[src/rtl/core/cafb_pkg.sv]
// ----------------------------------------------------------------------------
// cafb_pkg
// Shared types and constants for the reader command frame builder: request
// and result structs, the decoded command that passes from front to back,
// opcodes, status codes and the fixed frame bytes.
// ----------------------------------------------------------------------------
`default_nettype none

package cafb_pkg;

  // Request opcodes.
  localparam logic [2:0] OP_START   = 3'd0;
  localparam logic [2:0] OP_DATA    = 3'd1;
  localparam logic [2:0] OP_ACK     = 3'd2;
  localparam logic [2:0] OP_PWR_ON  = 3'd3;
  localparam logic [2:0] OP_PWR_OFF = 3'd4;

  // Status codes.
  localparam logic [1:0] ST_OK    = 2'd0;
  localparam logic [1:0] ST_LONG  = 2'd1;
  localparam logic [1:0] ST_STRAY = 2'd2;
  localparam logic [1:0] ST_OPEN  = 2'd3;

  // Fixed frame bytes.
  localparam logic [7:0] STX_BYTE     = 8'h02;
  localparam logic [7:0] ETX_BYTE     = 8'h03;
  localparam logic [7:0] XFR_TYPE     = 8'h6F;
  localparam logic [7:0] PWR_ON_TYPE  = 8'h62;
  localparam logic [7:0] PWR_OFF_TYPE = 8'h63;
  localparam logic [7:0] DIR_PREFIX   = 8'hD4;
  localparam logic [7:0] APDU_CLASS   = 8'hFF;
  localparam logic [7:0] MAX_DLEN     = 8'hFF;

  // Depth of the queue between front and back.
  localparam int unsigned QDEPTH = 4;
  localparam int unsigned QAW    = $clog2(QDEPTH);

  typedef struct packed {
    logic [2:0] op;
    logic [7:0] payload_length;
    logic       add_prefix;
    logic [7:0] apdu_p1;
    logic [7:0] apdu_p2;
    logic [7:0] payload_byte;
  } cafb_req_t;

  typedef struct packed {
    logic [7:0] out_byte;
    logic       byte_valid;
    logic       last;
    logic       frame_done;
    logic [1:0] status;
  } cafb_res_t;

  typedef enum logic [1:0] {
    KIND_STATUS,
    KIND_APDU,
    KIND_POWER,
    KIND_DATA
  } cafb_kind_t;

  // Decoded command: everything the back end needs to expand one request.
  typedef struct packed {
    cafb_kind_t kind;
    logic [1:0] status;
    logic       tail;
    logic       prefix;
    logic [7:0] seq;
    logic [7:0] p1;
    logic [7:0] p2;
    logic [7:0] dlen;
    logic [7:0] data;
  } cafb_cmd_t;

endpackage

`default_nettype wire

[src/rtl/core/cafb_front.sv]
// ----------------------------------------------------------------------------
// cafb_front
// Accepts requests, checks them against the frame state and turns each one
// that produces output into a decoded command for the queue.
// ----------------------------------------------------------------------------
`default_nettype none

module cafb_front import cafb_pkg::*; (
  input  wire logic      clk,
  input  wire logic      rst_n,
  input  wire logic      accept,
  input  wire cafb_req_t req,
  output logic           push,
  output cafb_cmd_t      cmd
);

  logic [7:0] next_seq_r, next_seq_nxt;
  logic [7:0] sent_seq_r, sent_seq_nxt;
  logic [7:0] remaining_r, remaining_nxt;
  logic       open_r, open_nxt;
  logic       emits;
  logic [7:0] dlen;

  assign dlen = req.payload_length + {7'd0, req.add_prefix};

  // Classify the request and work out the next frame state.
  always_comb begin
    emits         = 1'b0;
    next_seq_nxt  = next_seq_r;
    sent_seq_nxt  = sent_seq_r;
    remaining_nxt = remaining_r;
    open_nxt      = open_r;
    cmd           = '{kind: KIND_STATUS, status: ST_OK, tail: 1'b0, prefix: 1'b0,
                      seq: next_seq_r, p1: req.apdu_p1, p2: req.apdu_p2,
                      dlen: dlen, data: req.payload_byte};
    case (req.op)
      OP_START: begin
        emits = 1'b1;
        if (open_r) begin
          cmd.status = ST_OPEN;
        end else if (req.payload_length == MAX_DLEN && req.add_prefix) begin
          cmd.status = ST_LONG;
        end else begin
          cmd.kind      = KIND_APDU;
          cmd.tail      = (req.payload_length == 8'd0);
          cmd.prefix    = req.add_prefix;
          sent_seq_nxt  = next_seq_r;
          remaining_nxt = req.payload_length;
          open_nxt      = (req.payload_length != 8'd0);
        end
      end
      OP_DATA: begin
        emits = 1'b1;
        if (!open_r) begin
          cmd.status = ST_STRAY;
        end else begin
          cmd.kind      = KIND_DATA;
          cmd.tail      = (remaining_r == 8'd1);
          remaining_nxt = remaining_r - 8'd1;
          open_nxt      = (remaining_r != 8'd1);
        end
      end
      OP_ACK: begin
        next_seq_nxt = sent_seq_r + 8'd1;
      end
      OP_PWR_ON, OP_PWR_OFF: begin
        emits = 1'b1;
        if (open_r) begin
          cmd.status = ST_OPEN;
        end else begin
          cmd.kind     = KIND_POWER;
          cmd.tail     = 1'b1;
          cmd.data     = (req.op == OP_PWR_ON) ? PWR_ON_TYPE : PWR_OFF_TYPE;
          sent_seq_nxt = 8'd0;
        end
      end
      default: begin
        emits = 1'b0;
      end
    endcase
  end

  assign push = accept && emits;

  // Frame state commits only on an accepted request.
  always_ff @(posedge clk) begin
    if (!rst_n) begin
      next_seq_r  <= 8'd0;
      sent_seq_r  <= 8'd0;
      remaining_r <= 8'd0;
      open_r      <= 1'b0;
    end else if (accept) begin
      next_seq_r  <= next_seq_nxt;
      sent_seq_r  <= sent_seq_nxt;
      remaining_r <= remaining_nxt;
      open_r      <= open_nxt;
    end
  end

endmodule

`default_nettype wire

[src/rtl/core/cafb_queue.sv]
// ----------------------------------------------------------------------------
// cafb_queue
// Small command queue between front and back so that each side can stall
// without holding up the other.
// ----------------------------------------------------------------------------
`default_nettype none

module cafb_queue import cafb_pkg::*; (
  input  wire logic      clk,
  input  wire logic      rst_n,
  input  wire logic      push,
  input  wire cafb_cmd_t push_cmd,
  input  wire logic      pop,
  output cafb_cmd_t      head_cmd,
  output logic           not_empty,
  output logic           full
);

  cafb_cmd_t          mem_r [QDEPTH];
  logic [QAW-1:0]     wr_ptr_r;
  logic [QAW-1:0]     rd_ptr_r;
  logic [QAW:0]       count_r, count_nxt;

  assign not_empty = (count_r != '0);
  assign full      = (count_r == (QAW+1)'(QDEPTH));
  assign head_cmd  = mem_r[rd_ptr_r];

  always_comb begin
    count_nxt = count_r;
    if (push && !pop) begin
      count_nxt = count_r + (QAW+1)'(1);
    end else if (pop && !push) begin
      count_nxt = count_r - (QAW+1)'(1);
    end
  end

  // Storage needs no reset; only the pointers and fill count do.
  always_ff @(posedge clk) begin
    if (push) begin
      mem_r[wr_ptr_r] <= push_cmd;
    end
  end

  always_ff @(posedge clk) begin
    if (!rst_n) begin
      wr_ptr_r <= '0;
      rd_ptr_r <= '0;
      count_r  <= '0;
    end else begin
      if (push) begin
        wr_ptr_r <= wr_ptr_r + QAW'(1);
      end
      if (pop) begin
        rd_ptr_r <= rd_ptr_r + QAW'(1);
      end
      count_r <= count_nxt;
    end
  end

endmodule

`default_nettype wire

[src/rtl/core/cafb_back.sv]
// ----------------------------------------------------------------------------
// cafb_back
// Expands the head command into frame bytes or a status result, one per
// unstalled cycle, keeps the running checksum and holds the registered output.
// ----------------------------------------------------------------------------
`default_nettype none

module cafb_back import cafb_pkg::*; (
  input  wire logic      clk,
  input  wire logic      rst_n,
  input  wire cafb_cmd_t head_cmd,
  input  wire logic      not_empty,
  output logic           pop,
  output logic           out_valid,
  input  wire logic      out_stall,
  output cafb_res_t      out_res
);

  // Positions within the transfer and APDU headers.
  localparam logic [4:0] IDX_TYPE   = 5'd1;
  localparam logic [4:0] IDX_LEN_LO = 5'd2;
  localparam logic [4:0] IDX_LEN_HI = 5'd3;
  localparam logic [4:0] IDX_SEQ    = 5'd7;
  localparam logic [4:0] IDX_CLASS  = 5'd11;
  localparam logic [4:0] IDX_P1     = 5'd13;
  localparam logic [4:0] IDX_P2     = 5'd14;
  localparam logic [4:0] IDX_DLEN   = 5'd15;
  localparam logic [4:0] IDX_PREFIX = 5'd16;
  localparam logic [4:0] APDU_BODY  = 5'd15;
  localparam logic [4:0] POWER_BODY = 5'd10;

  logic [4:0] idx_r;
  logic [7:0] xor_r, xor_nxt;
  logic       out_valid_r;
  cafb_res_t  out_res_r, res_nxt;
  logic       advance;
  logic       load;
  logic [4:0] body_last;
  logic [4:0] final_idx;
  logic [8:0] total;
  logic [7:0] body_byte;

  assign advance   = !out_valid_r || !out_stall;
  assign load      = advance && not_empty;
  assign total     = 9'd5 + {1'b0, head_cmd.dlen};
  assign out_valid = out_valid_r;
  assign out_res   = out_res_r;

  // Index of the last checksummed byte, and of the final result.
  always_comb begin
    case (head_cmd.kind)
      KIND_APDU:  body_last = APDU_BODY + {4'd0, head_cmd.prefix};
      KIND_POWER: body_last = POWER_BODY;
      default:    body_last = 5'd0;
    endcase
    final_idx = (head_cmd.kind != KIND_STATUS && head_cmd.tail) ?
                body_last + 5'd2 : body_last;
  end

  // Header or payload byte at the current position.
  always_comb begin
    body_byte = 8'd0;
    case (head_cmd.kind)
      KIND_APDU: begin
        case (idx_r)
          IDX_TYPE:   body_byte = XFR_TYPE;
          IDX_LEN_LO: body_byte = total[7:0];
          IDX_LEN_HI: body_byte = {7'd0, total[8]};
          IDX_SEQ:    body_byte = head_cmd.seq;
          IDX_CLASS:  body_byte = APDU_CLASS;
          IDX_P1:     body_byte = head_cmd.p1;
          IDX_P2:     body_byte = head_cmd.p2;
          IDX_DLEN:   body_byte = head_cmd.dlen;
          IDX_PREFIX: body_byte = DIR_PREFIX;
          default:    body_byte = 8'd0;
        endcase
      end
      KIND_POWER: body_byte = (idx_r == IDX_TYPE) ? head_cmd.data : 8'd0;
      KIND_DATA:  body_byte = head_cmd.data;
      default:    body_byte = 8'd0;
    endcase
  end

  // Select the result and the checksum update for this position.
  always_comb begin
    xor_nxt = xor_r;
    res_nxt = '{out_byte: 8'd0, byte_valid: 1'b1, last: (idx_r == final_idx),
                frame_done: 1'b0, status: ST_OK};
    if (head_cmd.kind == KIND_STATUS) begin
      res_nxt.byte_valid = 1'b0;
      res_nxt.status     = head_cmd.status;
    end else if (idx_r == 5'd0 && head_cmd.kind != KIND_DATA) begin
      res_nxt.out_byte = STX_BYTE;
      xor_nxt          = 8'd0;
    end else if (idx_r <= body_last) begin
      res_nxt.out_byte = body_byte;
      xor_nxt          = xor_r ^ body_byte;
    end else if (idx_r == body_last + 5'd1) begin
      res_nxt.out_byte = xor_r;
    end else begin
      res_nxt.out_byte   = ETX_BYTE;
      res_nxt.frame_done = 1'b1;
    end
  end

  assign pop = load && (idx_r == final_idx);

  // Output register and sequencing counter.
  always_ff @(posedge clk) begin
    if (!rst_n) begin
      out_valid_r <= 1'b0;
      idx_r       <= 5'd0;
      xor_r       <= 8'd0;
    end else if (advance) begin
      out_valid_r <= not_empty;
      if (load) begin
        xor_r <= xor_nxt;
        idx_r <= pop ? 5'd0 : idx_r + 5'd1;
      end
    end
  end

  always_ff @(posedge clk) begin
    if (load) begin
      out_res_r <= res_nxt;
    end
  end

endmodule

`default_nettype wire

[src/rtl/core/ccid_apdu_frame_builder_core.sv]
// ----------------------------------------------------------------------------
// ccid_apdu_frame_builder_core
// Reader command frame builder: STX, transfer header, APDU header, payload,
// XOR checksum and ETX, serialised one byte per result.
//
//   Channel | Direction | Handshake              | Payload
//   in_     | input     | in_valid / in_stall    | in_req  (cafb_req_t)
//   out_    | output    | out_valid / out_stall  | out_res (cafb_res_t)
//
// A request is checked and decoded in the cycle it is accepted; decoded
// commands wait in a four-entry queue. The back end issues one result per
// cycle that the output is free: a payload request yields one result (three
// when it closes the frame), a start request up to 19 and a power request 13.
// in_stall rises only while the queue is full; output stalls hold the
// registered result. Reset clears the frame state, queue and output.
// ----------------------------------------------------------------------------
`default_nettype none

module ccid_apdu_frame_builder_core import cafb_pkg::*; (
  input  wire logic      clk,
  input  wire logic      rst_n,
  input  wire logic      in_valid,
  output logic           in_stall,
  input  wire cafb_req_t in_req,
  output logic           out_valid,
  input  wire logic      out_stall,
  output cafb_res_t      out_res
);

  logic      accept;
  logic      push;
  logic      pop;
  logic      not_empty;
  logic      full;
  cafb_cmd_t push_cmd;
  cafb_cmd_t head_cmd;

  assign in_stall = full;
  assign accept   = in_valid && !in_stall;

  cafb_front u_front (
    .clk    (clk),
    .rst_n  (rst_n),
    .accept (accept),
    .req    (in_req),
    .push   (push),
    .cmd    (push_cmd)
  );

  cafb_queue u_queue (
    .clk       (clk),
    .rst_n     (rst_n),
    .push      (push),
    .push_cmd  (push_cmd),
    .pop       (pop),
    .head_cmd  (head_cmd),
    .not_empty (not_empty),
    .full      (full)
  );

  cafb_back u_back (
    .clk       (clk),
    .rst_n     (rst_n),
    .head_cmd  (head_cmd),
    .not_empty (not_empty),
    .pop       (pop),
    .out_valid (out_valid),
    .out_stall (out_stall),
    .out_res   (out_res)
  );

endmodule

`default_nettype wire

[config.mk]
export PLATFORM = sky130hd
export DESIGN_NAME = ccid_apdu_frame_builder_core
export DESIGN_NICKNAME = d
export VERILOG_FILES = /design/src/rtl/core/cafb_pkg.sv /design/src/rtl/core/cafb_front.sv /design/src/rtl/core/cafb_queue.sv /design/src/rtl/core/cafb_back.sv /design/src/rtl/core/ccid_apdu_frame_builder_core.sv
export SDC_FILE = /design/constraint.sdc
export NUM_CORES = 1
export LEC_CHECK = 0
export BUFFER_PORTS_ARGS = -buffer_cell sky130_fd_sc_hd__buf_2
export CAP_MARGIN = 20
export CORE_MARGIN = 2
export CORE_UTILIZATION = 35
export CTS_BUF_LIST = sky130_fd_sc_hd__clkbuf_8
export DETAILED_ROUTE_END_ITERATION = 8
export GPL_TIMING_DRIVEN = 0
export SLEW_MARGIN = 20
export SYNTH_ARGS = -nofsm -noshare
export SYNTH_HDL_FRONTEND = slang
export SYNTH_SLANG_ARGS = --single-unit
[constraint.sdc]
create_clock -name clk -period 4.75 [get_ports clk]
set_clock_uncertainty 0.15 [all_clocks]
set_input_delay 0 -clock clk [delete_from_list [all_inputs] [get_ports clk]]
set_output_delay 0 -clock clk [all_outputs]
set_load 0.01 [all_outputs]
# Word level (Yosys, flattened, before mapping)
# Memories as Yosys holds them, arrays and structs flattened. A register that Yosys moved wholly into a read port is not among the register bits.
# Index checks and enable logic that the tools add are counted.
dict set report totals {
  ram_bits 184
  n_memories 1
  output_inout_bits 15
  inputBits 40
  word_cells 142
  reg_bits 59
}
dict set report classes {
  order_cmp 1
  bitwise 2
  reduce_logical 36
  n_mux 47
  n_eq_ne 27
  n_addsub 12
}
# name depth width read_ports rd_ports_with_merged_regs wr line_no
set mem_list {}
lappend mem_list {u_queue.mem_r 4 46 1 1 1 cafb_queue.sv:19} ;# cafb_cmd_t mem_r [QDEPTH];
# operator count
set ops {}
lappend ops {{2-to-1 mux 8 bit} 13}
lappend ops {{one-hot mux 8 bit (9 select lines)} 1}
lappend ops {{one-hot mux 8 bit (2 select lines)} 2}
lappend ops {{one-hot mux 8 bit (3 select lines)} 1}
lappend ops {{== test 5 x 4 -> 1 bit, second input constant} 4}
lappend ops {{2-to-1 mux 2 bit} 8}
lappend ops {{2-to-1 mux 1 bit} 15}
lappend ops {{one-hot mux 5 bit (3 select lines)} 1}
lappend ops {{adder 5 x 1 -> 5 bit, second input constant} 2}
lappend ops {{== test 5 x 2 -> 1 bit, second input constant} 2}
lappend ops {{== test 5 bit} 2}
lappend ops {{2-to-1 mux 5 bit} 2}
lappend ops {{one-hot mux 5 bit (2 select lines)} 1}
lappend ops {{AND reduction 5 bit} 2}
lappend ops {{nonzero test 2 bit} 5}
lappend ops {{adder 3 x 8 -> 9 bit, first input constant} 1}
lappend ops {{logical AND 1 bit} 9}
lappend ops {{adder 8 x 1 -> 8 bit} 1}
lappend ops {{adder 8 x 1 -> 8 bit, second input constant} 1}
lappend ops {{== test 8 x 1 -> 1 bit, second input constant} 1}
lappend ops {{== test 8 bit, second input constant} 1}
lappend ops {{logical NOT 8 bit} 1}
lappend ops {{!= test 2 bit, second input constant} 4}
lappend ops {{!= test 8 x 1 -> 1 bit, second input constant} 1}
lappend ops {{32 further kinds} 44}

# Longest topological paths before layout
# Gate-level depths: netlist (run 1).
dict set report logic_depth {
  ltp_word 9
  ltp_mapped 25
  ltp_nobuf 20
}

# Cells and area by module
# Synthesis (run 1) repeated with hierarchy kept, for this count alone.
dict set report hier_totals {
  cells_unflattened 808
  area_unflattened_um2 11428.5
}
# module cells_per_inst seq_area_each_um2 n_inst area_per_inst_um2
set modules_own_cells {}
lappend modules_own_cells {cafb_queue 283 5705.5 1 7146.9}
lappend modules_own_cells {cafb_back 290 670.6 1 2429.8}
lappend modules_own_cells {cafb_front 234 500.5 1 1838.0}
lappend modules_own_cells {ccid_apdu_frame_builder_core 1 0.0 1 13.8}

# Least setup slack after synthesis (run 1)
# OpenSTA, ideal clock, no wires.
dict set report synth_path {
  path_kind {reg2reg}
  start {register with a tool-made name}
  end {register u_queue.count_r[2]}
  required_ps 4524
  setup_slack_ps -217
  period_less_slack_ps 4967
  path_stages_with_launch 25
  arrival_ps 4741
  setup_ps 76
  n_path_buf 5
  cell_sequence {dfxtp_1 > buf_4 > buf_6 > buf_6 > buf_4 > mux4_2 > inv_1 > ha_1 > nand2_1 > o22ai_2 > o21ai_1 > inv_1 > ha_1 > xnor2_1 > a211oi_2 > o211ai_2 > buf_4 > inv_1 > nand2_1 > ha_1 > inv_1 > fa_1 > xor2_1 > or3_1 > a21boi_0}
}
# item line_no
set synth_rtl {}
lappend synth_rtl {{end signal, assigned} cafb_queue.sv:56} ;# count_r <= count_nxt;
lappend synth_rtl {{end, declared} cafb_queue.sv:22} ;# logic [QAW:0] count_r, count_nxt;

==> results of run 1 <==
==> synth_stat cells, types with 22 or more instances <==
library cell    n
clkbuf_1       24
o21ai_0        28
mux4_2         44
nand2_1        66
edfxtp_1      197
a21oi_1        27
nor2_1         32
xnor2_1        22
nand3_1        24
inv_1          24
dfxtp_1        48
ha_1           30
==> area by class of cell <==
| cell class | count | share of cell area, % |
|---|---|---|
| Inverter | 24 | 0.687 |
| Clock buffer | 42 | 4.29 |
| Buffer | 31 | 1.51 |
| Tap cell | 402 | 3.73 |
| Multi-Input combinational cell | 484 | 30.2 |
| Sequential cell | 245 | 51.1 |
| Timing Repair Buffer | 122 | 7.02 |
| Clock inverter | 32 | 1.50 |
==> worst max-delay path, delay by kind of cell, from the launching register on <==
kind,cells,cell delay [ns]
buffers and inverters,8,0.88
XOR/XNOR,2,0.29
flip-flops,1,0.38
AO/OA/AOI/OAI,4,0.67
multiplexers,1,0.56
adder cells (fa/ha/maj),4,1.12
AND/OR/NAND/NOR,2,0.40
==> registers in the layout (all words and copies together), names as in the netlist, named ones only <==
register             count
u_back.idx_r             5
u_back.out_res          13
u_back.out_valid         1
u_back.xor_r             8
u_front.next_seq_r       8
u_front.open_r           1
u_front.remaining_r      8
u_front.sent_seq_r       8
u_queue.count_r          3
u_queue.mem_r          184
u_queue.rd_ptr_r         2
u_queue.wr_ptr_r         2
==> cells by family after synthesis <==
logic type                 Yosys count
DFF                                245
and+or+nand+nor                    223
AOI/OAI and AO/OA                  143
buffers and inverters               58
muxes                               57
adders and majority gates           31
xor gates and xnor gates            30
==> through the flow <==
stage | hold WS (ns) | std cells
after global placement | 0.0666 | 1242
after global routing | 0.0293 | 1382
after CTS | 0.0152 | 1368
final | 0.0408 | 1382
after detailed placement | 0.0655 | 1245
after floorplan | -0.0511 | 787
==> routing by layer <==
metal  share of wire (%)  vias up  track usage (%)
li1                    -     3368                -
met1                  44     3452             20.3
met2                  49      191             25.5
met3                 4.8       51             2.93
met4                 2.8        0             5.26
met5                   0        -                0
==> layout by cell type (no fill, tap or decap), types with 12 or more instances in the layout <==
| cell type | instances |
|---|---|
| xnor2_1 | 21 |
| dlygate4sd3_1 | 44 |
| a22oi_1 | 12 |
| buf_4 | 24 |
| dfxtp_1 | 47 |
| nor2b_1 | 14 |
| edfxtp_1 | 197 |
| ha_1 | 27 |
| o21ai_0 | 28 |
| nand3_1 | 24 |
| clkbuf_8 | 42 |
| clkbuf_1 | 22 |
| a21oi_1 | 27 |
| buf_2 | 54 |
| mux4_2 | 44 |
| inv_1 | 38 |
| nand2_1 | 65 |
| nor2_1 | 32 |
| and2_1 | 13 |
==> report_power, final <==
group	leakage, nW	internal [mW]	switching, mW
combinational	2.06	0.910	1.12
clock	0.466	0.942	0.842
sequential	2.20	2.55	0.0786
==> path summary, 6_finish.rpt <==
kind / startpoint / to / cells after the start
setup reg to reg: flip-flop / u_queue.count_r[2] / 21
hold reg to reg: u_front.remaining_r[4] / u_front.remaining_r[4] / 2
setup / recovery: flip-flop / u_queue.count_r[2] / 21
hold / removal: in_req[9] / u_queue.mem_r[3][17] / 2
==> repair_timing <==
item                                    4_1_cts  5_1_grt
pin swaps                                     2        2
setup buffers                                 7       15
endpoints found under the setup margin       30       10
hold buffers                                 44        0
cloned                                        0        0
endpoints found under the hold margin       175        0
gates resized for setup                      19        3
==> results.yml, run 1 <==
pwr:
  total_power_mw: 6.44
  leakage_nw: 4.73
  power.density_nw_per_um2: 478
  ir_drop_mv: 0.191
synthesis:
  synth_compound_area_share_pct: 9.17
  synth-async-reset-ratio_pct: 0
  ys.flop_type: "edfxtp_1"
  synth_fp_nets: 858
  synth_top_family_by_area: "simple AND/OR/NAND/NOR gates"
  avgSynthCellArea_um2: 14.1
  synthXorXnorAreaFrac_pct: 2.36
  syn_inst: 787
  synthAdderAreaFrac_pct: 3.55
  muxShareOfSynthArea_pct: 10.3
  synth-edff-count: 197
  ys_seq_elements: 245
  synthSimpleGateAreaFrac_pct: 10.4
  synth_cell_types: 72
  yosysTopAreaCell: "edfxtp_1"
  synth_top_area_share_pct: 53.2
  synthesis.area_um2: 11100
  synth_seq_area_share_pct: 61.8
  ys_top_cells_by_area: "edfxtp_1 53%, mux4_2 8.9%, dfxtp_1 8.6%"
  ys_warn_count: 0
grt:
  grt_max_degree: 47
  grt-ovfl-total: 0
  grt_antenna_before_repair: 0
  groute.usage.overall_pct: 15.4
  grt_pass1_vias: 7183
  grt_pass1_wl_mm: 39.3
timing:
  slew_viol_final: 0
  hold_viol_final: 0
  layout_min_cycle_time_ns: 4.55
  post-route-period-util_pct: 95.7
  max_slew_margin_pct: 29.9
  max_freq_mhz: 220
  setup_tns_ns: 0
  fin_ws_ns: 0.205
  max_slew.worst_pin.slew_ns: 1.04
  setup_violations: 0
flow_run:
  drv_cap: 0
status:
  status: "finished clean"
floorplanning:
  die_w_um: 182
  ioPinCount: 55
  die_area_um2: 33200
  die_h_um: 182
  initial_core_util_pct: 35.4
  coreArea_um2: 31400
  rows: 65
min_path:
  hold_path.class: "in -> reg"
clocking:
  clkSlewWorstSetupHoldPaths_ns: 0.06
  cts_sinks: 245
  root_buffer: "clkbuf_8"
  cts.path.max_buffers: 3
  cts_tree: "built"
  cts-buffers-inserted: 42
  insertion_delay_ns: 0.54
  htreeDepth: 2
worst_setup_path:
  crit_slowest_cell: "mux4_2"
  cp_cell_sequence: "buf_12, buf_12, buf_16, mux4_2, buf_4, ha_1, o21ai_4, inv_2, ha_4, xnor2_2, a211oi_2, o211ai_2, buf_6, inv_1, nand2_1, ha_2, inv_1, fa_1, xor2_1, or3_1, a21boi_1"
  startpoint_type: "flip-flop"
  worstPathMaxFanout: 7
  crit_arrival_ns: 4.87
  r2r_setup_slack_ns: 0.20
  cp.required_ns: 5.08
  slowest_delay_ns: 0.56
  end_kind: "flip-flop"
  crit_type: "reg -> reg"
place:
  hpwl_mm: 16.6
  post_dp_cell_area_um2: 12000
  place.gp.congestion: 0.855
  post-place-ws_ns: -1.25
  port_buffers: 53
cells_and_area:
  layout-drive-gt1-share_pct: 22.4
  regArea_um2: 6880
  post-route-util_pct: 42.9
  area_growth_pct: 21.1
  multiInputGateArea_um2: 4070
  nNetsFinal: 1021
  design_area_um2: 13500
  num_antenna_cells: 0
  nFillCells: 2860
routing:
  dr.pass1.iters: 5
  vias: 7062
  drtAntennaViolNets: 0
  drt_wl_total_mm: 25.2
  drc_errors: 0
  via_per_inst: 5.11
  wl_per_cell_um: 18.2
  drt_iter0_drc: 461
Power figures use the tool's default switching activity.
==> run 2, diff against run 1 <==
--- a/config.mk
+++ b/config.mk
@@ -5,6 +5,7 @@
 export SDC_FILE = /design/constraint.sdc
 export NUM_CORES = 1
 export LEC_CHECK = 0
+export ABC_AREA = 1
 export BUFFER_PORTS_ARGS = -buffer_cell sky130_fd_sc_hd__buf_2
 export CAP_MARGIN = 20
 export CORE_MARGIN = 2
==> results.yml, run 2 <==
worst_setup_path:
  end_kind: "flip-flop"
  cp_num_buf_inv: 8
  r2r_setup_slack_ns: 0.34
  crit_type: "reg -> reg"
  cp_top_family: "simple AND/OR/NAND/NOR gates"
  startpoint_type: "flip-flop"
  reg2regPathDepth: 29
  crit_arrival_ns: 4.74
  crit_slowest_cell: "fa_1"
  cp.required_ns: 5.08
  slowest_delay_ns: 0.38
  worstPathMaxFanout: 19
  critPathMostFrequentCell: "nand2_1"
  timing.rr.end: "u_queue.count_r[2]"
clocking:
  cts_sinks: 245
  insertion_delay_ns: 0.56
  postCtsSetupBuffers: 0
  cts-buffers-inserted: 42
  cts_tree: "built"
  htreeDepth: 2
  root_buffer: "clkbuf_8"
  clkSlewWorstSetupHoldPaths_ns: 0.06
  cts.path.max_buffers: 3
timing:
  max_freq_mhz: 227
  setup_violations: 0
  setup_tns_ns: 0
  hold_ws_ns: 0.0576
  fin_ws_ns: 0.336
  post-route-period-util_pct: 92.9
  max_slew_margin_pct: 36.8
  layout_min_cycle_time_ns: 4.41
  slew_viol_final: 0
  hold_viol_final: 0
  max_slew.worst_pin.slew_ns: 0.942
routing:
  drtAntennaViolNets: 0
  via_per_inst: 4.87
  drt_iter0_drc: 731
  dr.pass1.iters: 5
  drt_wl_total_mm: 29.2
  wl_per_cell_um: 16.1
  vias: 8826
  drc_errors: 0
floorplanning:
  initial_core_util_pct: 35.6
  coreArea_um2: 32700
  die_w_um: 186
  ioPinCount: 55
  rows: 66
  die_h_um: 186
  die_area_um2: 34800
place:
  place.gp.congestion: 0.856
  post-place-ws_ns: 0.0580
  post_dp_cell_area_um2: 12700
  port_buffers: 54
  dp.cells: 1693
  hpwl_mm: 20.2
synthesis:
  avgSynthCellArea_um2: 9.80
  yosysMostFrequentCell: "nand2_1"
  ys.flop_type: "edfxtp_1"
  synth_seq_area_share_pct: 59.0
  synth_top_area_share_pct: 50.8
  ys_warn_count: 0
  ys_top_cells_by_area: "edfxtp_1 51%, nand2_1 8.4%, dfxtp_1 8.2%"
  ys_seq_elements: 245
  yosysTopAreaCell: "edfxtp_1"
  synth_fp_nets: 1260
  ys_top_cells_by_count: "260 x nand2_1, 197 x edfxtp_1, 119 x nor2_1, 108 x inv_1, 107 x nand3_1"
  synth_cell_types: 48
  syn_inst: 1189
  synth-async-reset-ratio_pct: 0
  synth-edff-count: 197
  synthesis.area_um2: 11700
flow_run:
  drv_cap: 0
grt:
  grt_util_met1_pct: 23.5
  grt_antenna_before_repair: 0
  grt_max_degree: 23
  grt-ovfl-total: 0
  groute.usage.overall_pct: 16.8
  grt_pass1_vias: 8594
  grt_busiest_layer: "met2"
  use_met3_pct: 2.84
  met2_usage_pct: 27.0
  grt_pass1_wl_mm: 46.3
cells_and_area:
  area_growth_pct: 20.5
  layout_common_cells: "260 x nand2_1, 197 x edfxtp_1, 116 x inv_1"
  num_antenna_cells: 0
  post-route-util_pct: 42.9
  largest-register: "u_queue.mem_r"
  layout-drive-gt1-share_pct: 14.9
  design_area_um2: 14000
  nNetsFinal: 1410
  largest_reg_flops: 184
  fin_cells: 1814
  layout_commonest_cell: "nand2_1"
min_path:
  hold_path_end: "u_queue.mem_r[1][24]"
  hold_path.class: "in -> reg"
  holdPathStages: 2
  hold_start: "in_req[16]"
pwr:
  power.density_nw_per_um2: 500
  leakage_nw: 5.56
  ir_drop_mv: 0.255
  total_power_mw: 7.03
status:
  status: "finished clean"
-- run 2: cell count changes after synthesis, sizes merged, moves of 19 or more --
cell   change
nand2    +215
nor2      +95
inv       +88
nand3     +87
o21ai     +59
mux4      -45
a21oi     +32
buf       +25
xnor2     -19
-- run 2: worst max path at each step --
stage	to	cells past startpoint	slack, ns	startpoint
3_3_place_gp	u_queue.mem_r[3][30]	6	-0.89	u_queue.count_r[0]
5_1_grt	u_queue.count_r[2]	29	-0.002	flip-flop
3_5_place_dp	u_queue.count_r[2]	30	0.06	flip-flop
2_1_floorplan	u_queue.count_r[1]	26	0.78	flip-flop
6_report	u_queue.count_r[2]	29	0.34	flip-flop
4_1_cts	u_queue.count_r[2]	30	0.04	flip-flop
-- run 2: cells by family after synthesis --
| kind of cell | synth area share, % |
|---|---|
| and+or+nand+nor | 21.1 |
| DFF | 59.0 |
| AOI/OAI and AO/OA | 8.60 |
| buffers and inverters | 6.60 |
| adders and majority gates | 3.39 |
| xor gates and xnor gates | 1.20 |
| muxes | 0.0859 |
-- run 2: final cells by class --
class / instances / area [µm²]
fillers: 3164 / 18700
flip-flops and latches: 245 / 6880
multi-input cells: 784 / 4060
repair buffers: 110 / 963
clock buffers: 43 / 592
well taps: 442 / 553
inverters: 117 / 443
plain buffers: 39 / 309
clock inverters: 34 / 250
-- run 2: worst reg2reg max path: cells and delay by family (launching register included) --
family,cells,cell delay (ns)
adder cells (fa/ha/maj),4,1.12
buffers and inverters,8,1.02
AND/OR/NAND/NOR,14,1.27
flip-flops,1,0.35
AO/OA/AOI/OAI,3,0.45
-- run 2: layer usage --
metal | part of all wire [%] | routed length (µm) | up-vias
met2 | 46 | 13400 | 247
met5 | 0 | 0 | -
met4 | 1.9 | 561 | 0
met3 | 5.8 | 1690 | 42
li1 | - | - | 4359
met1 | 47 | 13600 | 4178
-- run 2: power breakdown --
part / internal, mW / leakage, nW / switching, mW / total [mW]
combinational: 0.796 / 2.90 / 1.64 / 2.44
clock: 1.07 / 0.463 / 0.863 / 1.93
sequential: 2.57 / 2.20 / 0.0882 / 2.66
total: 4.43 / 5.56 / 2.59 / 7.03
-- run 2: timing repair --
item | CTS | global route
setup endpoints to repair | 0 | 9
resized for setup | 0 | 4
endpoints found under the hold margin | 173 | 0
hold buffers | 48 | 0
